--- config.mk ---
export PLATFORM = sky130hd
export DESIGN_NAME = block_fir_filter_q15_unit_flat
export DESIGN_NICKNAME = d
export VERILOG_FILES = /design/src/rtl/bfir_pkg.sv /design/src/rtl/bfir_in_if.sv /design/src/rtl/bfir_out_if.sv /design/src/rtl/bfir_fifo.sv /design/src/rtl/bfir_mac.sv /design/src/rtl/block_fir_filter_q15_unit.sv /design/src/flat_wrapper.sv
export SDC_FILE = /design/constraint.sdc
export NUM_CORES = 1
export LEC_CHECK = 0
export ABC_AREA = 1
export BUFFER_PORTS_ARGS = -buffer_cell sky130_fd_sc_hd__clkbuf_2
export CORE_UTILIZATION = 43
export CTS_CLUSTER_DIAMETER = 150
export CTS_CLUSTER_SIZE = 30
export DETAILED_ROUTE_END_ITERATION = 10
export PLACE_DENSITY_LB_ADDON = 0.15
export SYNTH_ARGS = -nofsm -noshare
export SYNTH_HDL_FRONTEND = slang
export SYNTH_SLANG_ARGS = --single-unit
--- constraint.sdc ---
create_clock -name clk -period 8.4 [get_ports clk]
set_clock_uncertainty 0.2 [all_clocks]
set_input_delay 1.26 -clock clk [delete_from_list [all_inputs] [get_ports clk]]
set_output_delay 1.26 -clock clk [all_outputs]
set_load 0.005 [all_outputs]
--- src/rtl/bfir_pkg.sv ---
// Package for the block FIR filter: sizes, widths, opcodes and the status
// structs that pass between the filter's modules. It depends on nothing.
package bfir_pkg;

  localparam int TAPS       = 16;
  localparam int FIFO_DEPTH = 16;
  localparam int Q_SHIFT    = 15;

  localparam int OPC_W   = 2;
  localparam int IDX_W   = 4;
  localparam int SMP_W   = 16;
  localparam int COEF_W  = 16;
  localparam int ACC_W   = 32;
  localparam int DRN_W   = 5;

  // Coefficient digits fed to the serial multiplier
  localparam int DIG_W   = 4;
  localparam int NDIG    = COEF_W / DIG_W;
  localparam int DIG_CW  = (NDIG > 1) ? $clog2(NDIG) : 1;
  localparam int PP_W    = SMP_W + DIG_W + 1;

  localparam int TAP_AW  = (TAPS > 1) ? $clog2(TAPS) : 1;
  localparam int FIFO_AW = (FIFO_DEPTH > 1) ? $clog2(FIFO_DEPTH) : 1;
  localparam int FIFO_CW = $clog2(FIFO_DEPTH + 1);

  typedef enum logic [OPC_W-1:0] {
    OP_COEF = 2'd0,
    OP_PUSH = 2'd1,
    OP_CALC = 2'd2,
    OP_NONE = 2'd3
  } opcode_t;

  typedef enum logic [1:0] {
    ST_IDLE,
    ST_DRAIN,
    ST_MAC,
    ST_OUT
  } state_t;

  typedef struct packed {
    logic full;
    logic empty;
    logic full_nxt;
    logic empty_nxt;
  } fifo_stat_t;

  typedef struct packed {
    logic done;
  } mac_stat_t;

endpackage

--- src/rtl/bfir_in_if.sv ---
// Input channel of the block FIR filter: valid/ready handshake and one
// command word. Depends on bfir_pkg for the field widths.
interface bfir_in_if;
  import bfir_pkg::*;

  logic                     valid;
  logic                     ready;
  logic [OPC_W-1:0]         opcode;
  logic [IDX_W-1:0]         coef_index;
  logic signed [COEF_W-1:0] coef_value;
  logic signed [SMP_W-1:0]  sample_in;

  modport source (output valid, opcode, coef_index, coef_value, sample_in, input ready);
  modport sink   (input valid, opcode, coef_index, coef_value, sample_in, output ready);
endinterface

--- src/rtl/bfir_out_if.sv ---
// Result channel of the block FIR filter: valid/ready handshake and one
// result word. Depends on bfir_pkg for the field widths.
interface bfir_out_if;
  import bfir_pkg::*;

  logic                    valid;
  logic                    ready;
  logic                    status;
  logic signed [SMP_W-1:0] filter_out;
  logic [DRN_W-1:0]        drained_count;
  logic                    fifo_full;
  logic                    fifo_empty;

  modport source (output valid, status, filter_out, drained_count, fifo_full, fifo_empty,
                  input ready);
  modport sink   (input valid, status, filter_out, drained_count, fifo_full, fifo_empty,
                  output ready);
endinterface

--- src/rtl/bfir_fifo.sv ---
// Ring FIFO that holds pushed samples until a compute drains them.
// Depends on bfir_pkg.
module bfir_fifo (
  input  logic                              clk,
  input  logic                              rst_n,
  input  logic                              push,
  input  logic                              pop,
  input  logic signed [bfir_pkg::SMP_W-1:0] wdata,
  output logic signed [bfir_pkg::SMP_W-1:0] rdata,
  output bfir_pkg::fifo_stat_t              stat
);
  import bfir_pkg::*;

  logic signed [SMP_W-1:0] mem [FIFO_DEPTH];
  logic [FIFO_AW-1:0]      wp_r, wp_nxt;
  logic [FIFO_AW-1:0]      rp_r, rp_nxt;
  logic [FIFO_CW-1:0]      cnt_r, cnt_nxt;

  always_comb begin
    wp_nxt  = wp_r;
    rp_nxt  = rp_r;
    cnt_nxt = cnt_r;
    if (push) begin
      wp_nxt  = (wp_r == FIFO_AW'(FIFO_DEPTH - 1)) ? '0 : wp_r + 1'b1;
      cnt_nxt = cnt_r + 1'b1;
    end else if (pop) begin
      rp_nxt  = (rp_r == FIFO_AW'(FIFO_DEPTH - 1)) ? '0 : rp_r + 1'b1;
      cnt_nxt = cnt_r - 1'b1;
    end
  end

  assign rdata          = mem[rp_r];
  assign stat.full      = (cnt_r == FIFO_CW'(FIFO_DEPTH));
  assign stat.empty     = (cnt_r == '0);
  assign stat.full_nxt  = (cnt_nxt == FIFO_CW'(FIFO_DEPTH));
  assign stat.empty_nxt = (cnt_nxt == '0);

  always_ff @(posedge clk) begin
    if (!rst_n) begin
      wp_r  <= '0;
      rp_r  <= '0;
      cnt_r <= '0;
    end else begin
      wp_r  <= wp_nxt;
      rp_r  <= rp_nxt;
      cnt_r <= cnt_nxt;
    end
  end

  always_ff @(posedge clk) begin
    if (push) begin
      mem[wp_r] <= wdata;
    end
  end

endmodule

--- src/rtl/bfir_mac.sv ---
// Digit-serial multiply-accumulate over all taps: the coefficient shifts
// through a register one 4-bit digit per cycle. Depends on bfir_pkg.
module bfir_mac (
  input  logic                               clk,
  input  logic                               rst_n,
  input  logic                               start,
  input  logic signed [bfir_pkg::SMP_W-1:0]  win_i,
  input  logic        [bfir_pkg::COEF_W-1:0] coef_i,
  output logic        [bfir_pkg::TAP_AW-1:0] tap_idx,
  output logic        [bfir_pkg::ACC_W-1:0]  acc_o,
  output bfir_pkg::mac_stat_t                stat
);
  import bfir_pkg::*;

  logic                    busy_r;
  logic [TAP_AW-1:0]       k_r;
  logic [DIG_CW-1:0]       dcnt_r;
  logic signed [SMP_W-1:0] win_r;
  logic [COEF_W-1:0]       dig_r;
  logic [ACC_W-1:0]        acc_r;

  logic                    first_dig;
  logic                    last_dig;
  logic                    last_tap;
  logic signed [SMP_W-1:0] cur_win;
  logic [COEF_W-1:0]       cur_coef;
  logic signed [DIG_W:0]   dig_s;
  logic signed [PP_W-1:0]  pp;
  logic signed [ACC_W-1:0] pp_ext;
  logic [ACC_W-1:0]        pp_sh;

  always_comb begin
    first_dig = (dcnt_r == '0);
    last_dig  = (dcnt_r == DIG_CW'(NDIG - 1));
    last_tap  = (k_r == TAP_AW'(TAPS - 1));
    // take fresh operands on the first digit of each tap
    cur_win   = first_dig ? win_i  : win_r;
    cur_coef  = first_dig ? coef_i : dig_r;
    // the top digit carries the coefficient's sign
    if (last_dig) begin
      dig_s = {cur_coef[DIG_W-1], cur_coef[DIG_W-1:0]};
    end else begin
      dig_s = {1'b0, cur_coef[DIG_W-1:0]};
    end
    pp     = cur_win * dig_s;
    pp_ext = ACC_W'(pp);
    pp_sh  = ACC_W'(pp_ext <<< (DIG_W * int'(dcnt_r)));
  end

  assign tap_idx   = k_r;
  assign acc_o     = acc_r;
  assign stat.done = busy_r && last_dig && last_tap;

  always_ff @(posedge clk) begin
    if (!rst_n) begin
      busy_r <= 1'b0;
      k_r    <= '0;
      dcnt_r <= '0;
    end else if (start) begin
      busy_r <= 1'b1;
      k_r    <= '0;
      dcnt_r <= '0;
    end else if (busy_r) begin
      if (last_dig) begin
        dcnt_r <= '0;
        if (last_tap) begin
          busy_r <= 1'b0;
        end else begin
          k_r <= k_r + 1'b1;
        end
      end else begin
        dcnt_r <= dcnt_r + 1'b1;
      end
    end
  end

  always_ff @(posedge clk) begin
    if (start) begin
      acc_r <= '0;
    end else if (busy_r) begin
      acc_r <= acc_r + pp_sh;
      win_r <= cur_win;
      dig_r <= cur_coef >> DIG_W;
    end
  end

endmodule

--- src/rtl/block_fir_filter_q15_unit.sv ---
// Top level of the block FIR filter: command decode, coefficient and window
// stores, result register. Depends on bfir_pkg, bfir_in_if, bfir_out_if,
// bfir_fifo and bfir_mac.
//
//   channel | port   | direction | word
//   --------+--------+-----------+-------------------------------------------
//   command | in_if  | sink      | opcode, coef_index, coef_value, sample_in
//   result  | out_if | source    | status, filter_out, drained_count, flags
//
// Coefficient write, sample push and the unused opcode finish in the cycle
// they are accepted. A compute drains the FIFO one sample per cycle, then
// runs the digit-serial multiplier over every tap, which eats the
// coefficient 4 bits at a time. Reset clears the coefficient and window
// stores and the FIFO pointers. A result held by a stalled sink blocks only
// the next command.
module block_fir_filter_q15_unit (
  input  logic clk,
  input  logic rst_n,
  bfir_in_if.sink    in_if,
  bfir_out_if.source out_if
);
  import bfir_pkg::*;

  state_t                  state_r, state_nxt;
  logic [COEF_W-1:0]       coef_mem [TAPS];
  logic signed [SMP_W-1:0] win_mem  [TAPS];
  logic [FIFO_CW-1:0]      drained_r;

  // result register
  logic                    out_valid_r;
  logic                    status_r, status_nxt;
  logic signed [SMP_W-1:0] result_r, result_nxt;
  logic [DRN_W-1:0]        drained_out_r, drained_out_nxt;
  logic                    full_r, full_nxt;
  logic                    empty_r, empty_nxt;

  logic                    accept;
  opcode_t                 op;
  logic                    out_free;
  logic                    out_load;
  logic                    push;
  logic                    pop;
  logic                    mac_start;
  logic                    coef_wr;
  logic                    drain_start;
  logic signed [SMP_W-1:0] fifo_rdata;
  fifo_stat_t              fifo_stat;
  logic [TAP_AW-1:0]       tap_idx;
  logic [ACC_W-1:0]        acc;
  mac_stat_t               mac_stat;

  assign out_free    = !out_valid_r || out_if.ready;
  assign in_if.ready = (state_r == ST_IDLE) && out_free;
  assign accept      = in_if.valid && in_if.ready;
  assign op          = opcode_t'(in_if.opcode);

  bfir_fifo u_fifo (
    .clk   (clk),
    .rst_n (rst_n),
    .push  (push),
    .pop   (pop),
    .wdata (in_if.sample_in),
    .rdata (fifo_rdata),
    .stat  (fifo_stat)
  );

  bfir_mac u_mac (
    .clk     (clk),
    .rst_n   (rst_n),
    .start   (mac_start),
    .win_i   (win_mem[tap_idx]),
    .coef_i  (coef_mem[tap_idx]),
    .tap_idx (tap_idx),
    .acc_o   (acc),
    .stat    (mac_stat)
  );

  // Sequence one command: decode in idle, drain, multiply-accumulate, then
  // hand the filter result to the result register.
  always_comb begin
    state_nxt       = state_r;
    out_load        = 1'b0;
    push            = 1'b0;
    pop             = 1'b0;
    mac_start       = 1'b0;
    coef_wr         = 1'b0;
    drain_start     = 1'b0;
    status_nxt      = 1'b0;
    result_nxt      = '0;
    drained_out_nxt = '0;
    full_nxt        = fifo_stat.full_nxt;
    empty_nxt       = fifo_stat.empty_nxt;
    unique case (state_r)
      ST_IDLE: begin
        if (accept) begin
          unique case (op)
            OP_COEF: begin
              coef_wr  = (32'(in_if.coef_index) < TAPS);
              out_load = 1'b1;
            end
            OP_PUSH: begin
              push       = !fifo_stat.full;
              status_nxt = fifo_stat.full;
              out_load   = 1'b1;
            end
            OP_CALC: begin
              drain_start = 1'b1;
              if (fifo_stat.empty) begin
                mac_start = 1'b1;
                state_nxt = ST_MAC;
              end else begin
                state_nxt = ST_DRAIN;
              end
            end
            default: begin
              out_load = 1'b1;
            end
          endcase
        end
      end
      ST_DRAIN: begin
        // move one sample a cycle, oldest first
        pop = 1'b1;
        if (fifo_stat.empty_nxt) begin
          mac_start = 1'b1;
          state_nxt = ST_MAC;
        end
      end
      ST_MAC: begin
        if (mac_stat.done) begin
          state_nxt = ST_OUT;
        end
      end
      ST_OUT: begin
        result_nxt      = acc[Q_SHIFT+SMP_W-1:Q_SHIFT];
        drained_out_nxt = DRN_W'(drained_r);
        full_nxt        = fifo_stat.full;
        empty_nxt       = fifo_stat.empty;
        if (out_free) begin
          out_load  = 1'b1;
          state_nxt = ST_IDLE;
        end
      end
      default: begin
        state_nxt = ST_IDLE;
      end
    endcase
  end

  always_ff @(posedge clk) begin
    if (!rst_n) begin
      state_r <= ST_IDLE;
    end else begin
      state_r <= state_nxt;
    end
  end

  // Count drained samples; those past the last tap are dropped.
  always_ff @(posedge clk) begin
    if (!rst_n) begin
      drained_r <= '0;
    end else if (drain_start) begin
      drained_r <= '0;
    end else if (pop) begin
      drained_r <= drained_r + 1'b1;
    end
  end

  // Coefficient i lands at position TAPS-1-i; window fills from position 0.
  always_ff @(posedge clk) begin
    if (!rst_n) begin
      for (int i = 0; i < TAPS; i++) begin
        coef_mem[i] <= '0;
        win_mem[i]  <= '0;
      end
    end else begin
      if (coef_wr) begin
        coef_mem[TAP_AW'(TAPS - 1 - int'(in_if.coef_index))] <= in_if.coef_value;
      end
      if (pop && (32'(drained_r) < TAPS)) begin
        win_mem[TAP_AW'(drained_r)] <= fifo_rdata;
      end
    end
  end

  // Result register: hold the word until the sink takes it.
  always_ff @(posedge clk) begin
    if (!rst_n) begin
      out_valid_r <= 1'b0;
    end else if (out_load) begin
      out_valid_r <= 1'b1;
    end else if (out_if.ready) begin
      out_valid_r <= 1'b0;
    end
  end

  always_ff @(posedge clk) begin
    if (out_load) begin
      status_r      <= status_nxt;
      result_r      <= result_nxt;
      drained_out_r <= drained_out_nxt;
      full_r        <= full_nxt;
      empty_r       <= empty_nxt;
    end
  end

  assign out_if.valid         = out_valid_r;
  assign out_if.status        = status_r;
  assign out_if.filter_out    = result_r;
  assign out_if.drained_count = drained_out_r;
  assign out_if.fifo_full     = full_r;
  assign out_if.fifo_empty    = empty_r;

endmodule

--- src/flat_wrapper.sv ---
// flat-port wrapper written by rule: the top's interface ports become plain ports
module block_fir_filter_q15_unit_flat import bfir_pkg::*;
  (clk, rst_n, in_if_valid, in_if_opcode, in_if_coef_index, in_if_coef_value, in_if_sample_in, in_if_ready, out_if_valid, out_if_status, out_if_filter_out, out_if_drained_count, out_if_fifo_full, out_if_fifo_empty, out_if_ready);
  bfir_in_if in_if_i ();
  bfir_out_if out_if_i ();
  input  logic clk;
  input  logic rst_n;
  input wire logic [$bits(in_if_i.valid)-1:0] in_if_valid;
  input wire logic [$bits(in_if_i.opcode)-1:0] in_if_opcode;
  input wire logic [$bits(in_if_i.coef_index)-1:0] in_if_coef_index;
  input wire logic [$bits(in_if_i.coef_value)-1:0] in_if_coef_value;
  input wire logic [$bits(in_if_i.sample_in)-1:0] in_if_sample_in;
  output wire logic [$bits(in_if_i.ready)-1:0] in_if_ready;
  output wire logic [$bits(out_if_i.valid)-1:0] out_if_valid;
  output wire logic [$bits(out_if_i.status)-1:0] out_if_status;
  output wire logic [$bits(out_if_i.filter_out)-1:0] out_if_filter_out;
  output wire logic [$bits(out_if_i.drained_count)-1:0] out_if_drained_count;
  output wire logic [$bits(out_if_i.fifo_full)-1:0] out_if_fifo_full;
  output wire logic [$bits(out_if_i.fifo_empty)-1:0] out_if_fifo_empty;
  input wire logic [$bits(out_if_i.ready)-1:0] out_if_ready;
  assign in_if_i.valid = in_if_valid;
  assign in_if_i.opcode = in_if_opcode;
  assign in_if_i.coef_index = in_if_coef_index;
  assign in_if_i.coef_value = in_if_coef_value;
  assign in_if_i.sample_in = in_if_sample_in;
  assign in_if_ready = in_if_i.ready;
  assign out_if_valid = out_if_i.valid;
  assign out_if_status = out_if_i.status;
  assign out_if_filter_out = out_if_i.filter_out;
  assign out_if_drained_count = out_if_i.drained_count;
  assign out_if_fifo_full = out_if_i.fifo_full;
  assign out_if_fifo_empty = out_if_i.fifo_empty;
  assign out_if_i.ready = out_if_ready;
  block_fir_filter_q15_unit u_core (.clk(clk), .rst_n(rst_n), .in_if(in_if_i), .out_if(out_if_i));
endmodule
==> impl_metrics.yaml, run 1 <==
critical_path:
  slowest_stage: "fa_1"
  slowest_delay_ns: 0.52
  crit_type: "reg2reg"
  end_kind: "register"
  cp_max_fo: 34
  critPathLaunchType: "register"
  required_ns: 8.76
  arrival_ns: 8.18
  critical_path.most_common_cell: "nand2_1"
run_status:
  status: "finished clean"
worst_hold_path:
  min_path_type: "reg2reg"
grt:
  grt_pass1_vias: 28000
  grt_max_degree: 94
  grt_antenna_before_repair: 1
  grt.total_usage: 0.226
  grt_pass1_wl_mm: 172
  overflow: 0
drt:
  routed_wl_mm: 115
  wl_per_cell_um: 21.3
  drtAntennaViolNets: 0
  drt-initial-drc-count: 2674
  drc_errors: 0
  drt_pass1_iterations: 5
  num_vias: 29500
  viasPerCell: 5.48
final_layout:
  syn_to_final_growth_pct: 6.26
  final_area_um2: 45400
  insertedDiodeCount: 0
  drive_above_1_share: 0.0660
  nNetsFinal: 4247
floorplan:
  dieHeight_um: 317
  io_pins: 68
  start_util: 0.434
  placementRows: 115
  fp.dieArea_um2: 101000
  core-area_um2: 98400
  die_width_um: 317
clock_tree:
  clockBufferDepth: 3
  path_clk_slew_ns: 0.13
  clkLatencyLatePin_ns: 0.67
  cts_tree: "built"
  cts_buffers: 36
  clock-sinks: 887
  cts-root-buf: "clkbuf_16"
  htreeDepth: 2
  cts_hold_buf: 0
timing:
  finalSetupTns_ns: 0
  rsz0062_at_grt: "no"
  slew_viol_final: 0
  worst_slew_pin_slew_ns: 0.998
  whs_ns: 0.278
  setup_violations: 0
  fin_crit_ns: 7.82
  fmax_mhz: 128
  hold_viol: 0
  slew_headroom: 0.333
  post-route-period-util: 0.931
synthesis:
  ys_ff_latch: 887
  ys_async_sr_fraction: 0
  ys_seq_area_frac: 0.608
  synth.most_common_cell: "nor2_1"
  synth_edf_count: 820
  synthesis.nets: 4322
  yosysTopAreaCellShare: 0.577
  yosys.area.top_type: "edfxtp_1"
  avgSynthCellArea_um2: 10.3
  ys.flop_type: "edfxtp_1"
  ys_warn_count: 0
  syn-cell-area_um2: 42700
  yosysUniqueCellTypes: 51
  synthTopCellsByArea: "edfxtp_1, nor2_1, o21ai_0"
  yosys-top-cells-count: "nor2_1, edfxtp_1, o21ai_0"
  synthCells: 4144
power:
  ir_drop_uv: 234
  p_leak_nw: 17.3
  power_density_nw_per_um2: 315
place:
  routabilityCongestion: 0.869
  io_buffers: 67
  place_area_um2: 44300
  dpl.hpwl_mm: 72.5
flow_run:
  maxCapViolCount: 0
## worst max-delay path, delay by kind of cell, from the launching register on
family | cells | cell delay, ns
compound gates | 11 | 2.05
xor+xnor | 1 | 0.26
fa+ha+maj | 5 | 2.27
buf+inv | 5 | 0.80
flops | 1 | 0.50
simple gates | 12 | 1.65
## per-layer routing
metal,GRT usage,up-vias,wire length [um]
met5,0,-,0
met4,0.0647,0,3150
met3,0.0319,141,6150
met2,0.380,743,55500
met1,0.304,14500,50000
li1,-,14100,-
## path summary, 6_finish.rpt
path,startpoint,to,slack [ns],cells after the start
setup / recovery,register,u_core.u_mac.acc_o[25],0.58,34
hold / removal,u_core.u_mac.acc_o[0],u_core.u_mac.acc_o[0],0.28,2
setup reg to reg,register,u_core.u_mac.acc_o[25],0.58,34
hold reg to reg,u_core.u_mac.acc_o[0],u_core.u_mac.acc_o[0],0.28,2
## sequential cells by signal (all words and copies together), names as in the netlist, named ones only
name,count
u_core.coef_mem,256
u_core.drained_r,5
u_core.out_if.drained_count,5
u_core.out_if.fifo_empty,1
u_core.out_if.fifo_full,1
u_core.out_if.filter_out,16
u_core.out_if.status,1
u_core.out_if.valid,1
u_core.state_r,2
u_core.u_fifo.cnt_r,5
u_core.u_fifo.mem,256
u_core.u_fifo.rp_r,4
u_core.u_fifo.wp_r,4
u_core.u_mac.acc_o,31
u_core.u_mac.busy_r,1
u_core.u_mac.dcnt_r,2
u_core.u_mac.dig_r,12
u_core.u_mac.tap_idx,4
u_core.u_mac.win_r,16
u_core.win_mem,256
## cells by family after synthesis
group                    share of synthesized area
AO/OA/AOI/OAI                                0.119
multiplexers                                0.0164
buffers and inverters                       0.0579
XOR/XNOR                                   0.00677
flip-flops                                   0.608
AND/OR/NAND/NOR                              0.143
adder cells (fa/ha/maj)                     0.0488
## timing repair
action | 4_1_cts | 5_1_grt
setup buffers | 0 | 2
gates resized for setup | 0 | 6
endpoints found under the setup margin | 0 | 8
endpoints found under the hold margin | 0 | 0
## through the flow
step                setup slack (ns)  instances   util  total power, mW
detailed placement             0.514       5316  0.450             12.0
floorplan                       1.48       4144      -             10.2
finish                         0.578       5378  0.461             14.3
global placement               0.516       5316  0.450             12.0
global route                  0.0459       5378  0.461             15.3
CTS                            0.483       5376  0.461             14.3
## where the power goes
group,switching [mW],internal [mW]
sequential,0.176,5.14
combinational,4.54,2.15
clock,1.41,0.873
total,6.13,8.16
## final cells by class
class | instances | area [um2]
repair buffers | 137 | 968
inverters | 371 | 1400
clock buffers | 57 | 1020
flip-flops and latches | 887 | 26000
clock inverters | 3 | 66.3
multi-input cells | 2636 | 14300
well taps | 1287 | 1610
fillers | 9237 | 53000
## layout by cell type, fill, tap and decap left out, types with 9 or more instances in the layout
master,netlist,final
a21oi_1,151,150
a21oi_2,17,18
a31oi_1,10,10
buf_4,6,62
clkbuf_1,166,19
clkbuf_16,0,38
clkbuf_2,0,67
dfxtp_1,67,61
edfxtp_1,820,820
fa_1,51,51
ha_1,85,84
inv_1,361,356
inv_2,7,10
mux2i_1,70,70
nand2_1,344,344
nand3_1,125,125
nand4_1,12,12
nor2_1,1005,990
nor2_2,5,19
nor3_1,10,9
o211ai_1,68,68
o21ai_0,431,429
o21ai_1,15,17
o221ai_1,96,96
o22ai_1,35,35
or2_2,13,13
xnor2_1,11,11
xor2_1,22,22
No activity file was read; power rests on OpenSTA's default activity.
==> inputs of run 2 (changes only) <==
==> constraint.sdc (replaced) <==
create_clock -name clk -period 8.4 [get_ports clk]
set_clock_uncertainty 0.2 [all_clocks]
set_input_delay 2.1 -clock clk [delete_from_list [all_inputs] [get_ports clk]]
set_output_delay 2.1 -clock clk [all_outputs]
set_load 0.005 [all_outputs]
==> impl_metrics.yaml, run 2 (synthesis gave the netlist of run 1 again) <==
timing:
  slew_viol_final: 0
  fmax_mhz: 128
  setup_violations: 0
  hold_viol: 0
  fin_crit_ns: 7.80
  worst_slew_pin_slew_ns: 1.03
  slew_headroom: 0.313
  post-route-period-util: 0.929
  rsz0062_at_grt: "no"
  finalSetupTns_ns: 0
clock_tree:
  cts_tree: "built"
  clkLatencyLatePin_ns: 0.62
  clockBufferDepth: 3
  cts_buffers: 36
  clock-sinks: 887
  cts_hold_buf: 0
  cts-root-buf: "clkbuf_16"
  htreeDepth: 2
  path_clk_slew_ns: 0.12
grt:
  grtUsageMet1: 0.308
  overflow: 0
  grt_pass1_wl_mm: 172
  grt.total_usage: 0.225
  top_usage_layer: "met2"
  grtUsageMet2: 0.384
  grt_max_degree: 94
  grt_pass1_vias: 28100
  use_met3: 0.0206
  grt_antenna_before_repair: 1
critical_path:
  critPathLaunchType: "register"
  cp_max_fo: 36
  reg2regPathDepth: 34
  crit_end: "u_core.u_mac.acc_o[29]"
  arrival_ns: 8.11
  end_kind: "register"
  r2r-end: "u_core.u_mac.acc_o[29]"
  crit_type: "reg2reg"
  slowest_stage: "fa_1"
  r2r_slack_ns: 0.60
  required_ns: 8.70
  slowest_delay_ns: 0.50
floorplan:
  placementRows: 115
  dieHeight_um: 317
  die_width_um: 317
  io_pins: 68
  core-area_um2: 98400
  fp.dieArea_um2: 101000
  start_util: 0.434
drt:
  routed_wl_mm: 114
  drt-initial-drc-count: 2553
  drt_pass1_iterations: 5
  viasPerCell: 5.47
  num_vias: 29400
  wl_per_cell_um: 21.1
  drc_errors: 0
  drtAntennaViolNets: 0
flow_run:
  maxCapViolCount: 0
final_layout:
  final_cell_mix: "nor2_1, edfxtp_1, o21ai_0"
  layout_commonest_cell: "nor2_1"
  nNetsFinal: 4250
  drive_above_1_share: 0.0673
  top_regs: "u_core.coef_mem (256), u_core.u_fifo.mem (256), u_core.win_mem (256)"
  syn_to_final_growth_pct: 6.26
  fin_util: 0.461
  insertedDiodeCount: 0
power:
  power_density_nw_per_um2: 314
  p_leak_nw: 17.3
  power_mw: 14.2
  ir_drop_uv: 218
place:
  routabilityCongestion: 0.896
  dpl.hpwl_mm: 72.2
  io_buffers: 67
worst_hold_path:
  min_path_type: "reg2reg"
run_status:
  status: "finished clean"
[run 2: how the worst min path moves through the flow]
stage / start / slack (ns) / depth (start not counted) / end
6_report: u_core.u_mac.acc_o[0] / 0.28 / 2 / u_core.u_mac.acc_o[0]
2_1_floorplan: u_core.u_mac.acc_o[0] / 0.25 / 2 / u_core.u_mac.acc_o[0]
5_1_grt: u_core.u_mac.acc_o[7] / 0.31 / 2 / u_core.u_mac.acc_o[7]
4_1_cts: u_core.u_mac.acc_o[0] / 0.28 / 2 / u_core.u_mac.acc_o[0]
3_3_place_gp: u_core.u_mac.acc_o[0] / 0.26 / 2 / u_core.u_mac.acc_o[0]
3_5_place_dp: u_core.u_mac.acc_o[0] / 0.26 / 2 / u_core.u_mac.acc_o[0]
[run 2: stage by stage]
step	setup slack [ns]	cell area, um2	instances	hold slack [ns]
final	0.596	45400	5375	0.276
after global routing	0.0231	45400	5375	0.306
after CTS	0.489	45400	5375	0.276
after detailed placement	0.544	44300	5321	0.258
after global placement	0.559	44300	5321	0.255
after floorplan	1.48	42700	4144	0.245
[run 2: routing by layer]
metal / up-vias / part of all wire
met3: 140 / 0.045
met1: 14500 / 0.44
met4: 2 / 0.025
met5: - / 0.00011
li1: 14100 / -
met2: 728 / 0.49
[run 2: area by class of cell]
class                      instances  area [um2]
tap                             1287        1610
clock buffer                      50         996
multi-input combinational       2636       14300
clock inverter                     4        73.8
fill                            9345       53000
sequential                       887       26000
inverter                         371        1400
timing repair buffer             140         983
[run 2: timing repair]
| item | in CTS | in global routing |
|---|---|---|
| buffers inserted | 0 | 1 |
| resized for setup | 0 | 5 |
| endpoints found under the setup margin | 0 | 11 |
[run 2: critical path, delay by kind of cell (launching register included)]
family	cells	cell delay, ns
AOI/OAI and AO/OA	11	2.35
adders and majority gates	5	2.11
and+or+nand+nor	9	1.12
buffers and inverters	7	1.03
DFF	1	0.45
xor gates and xnor gates	1	0.27
muxes	1	0.15
[run 2: power by group]
| group | switching (mW) | leakage (nW) | internal, mW | total (mW) |
|---|---|---|---|---|
| Clock | 1.38 | 0.514 | 0.861 | 2.24 |
| Combinational | 4.53 | 8.12 | 2.15 | 6.68 |
| Sequential | 0.175 | 8.63 | 5.14 | 5.31 |
| Total | 6.09 | 17.3 | 8.15 | 14.2 |
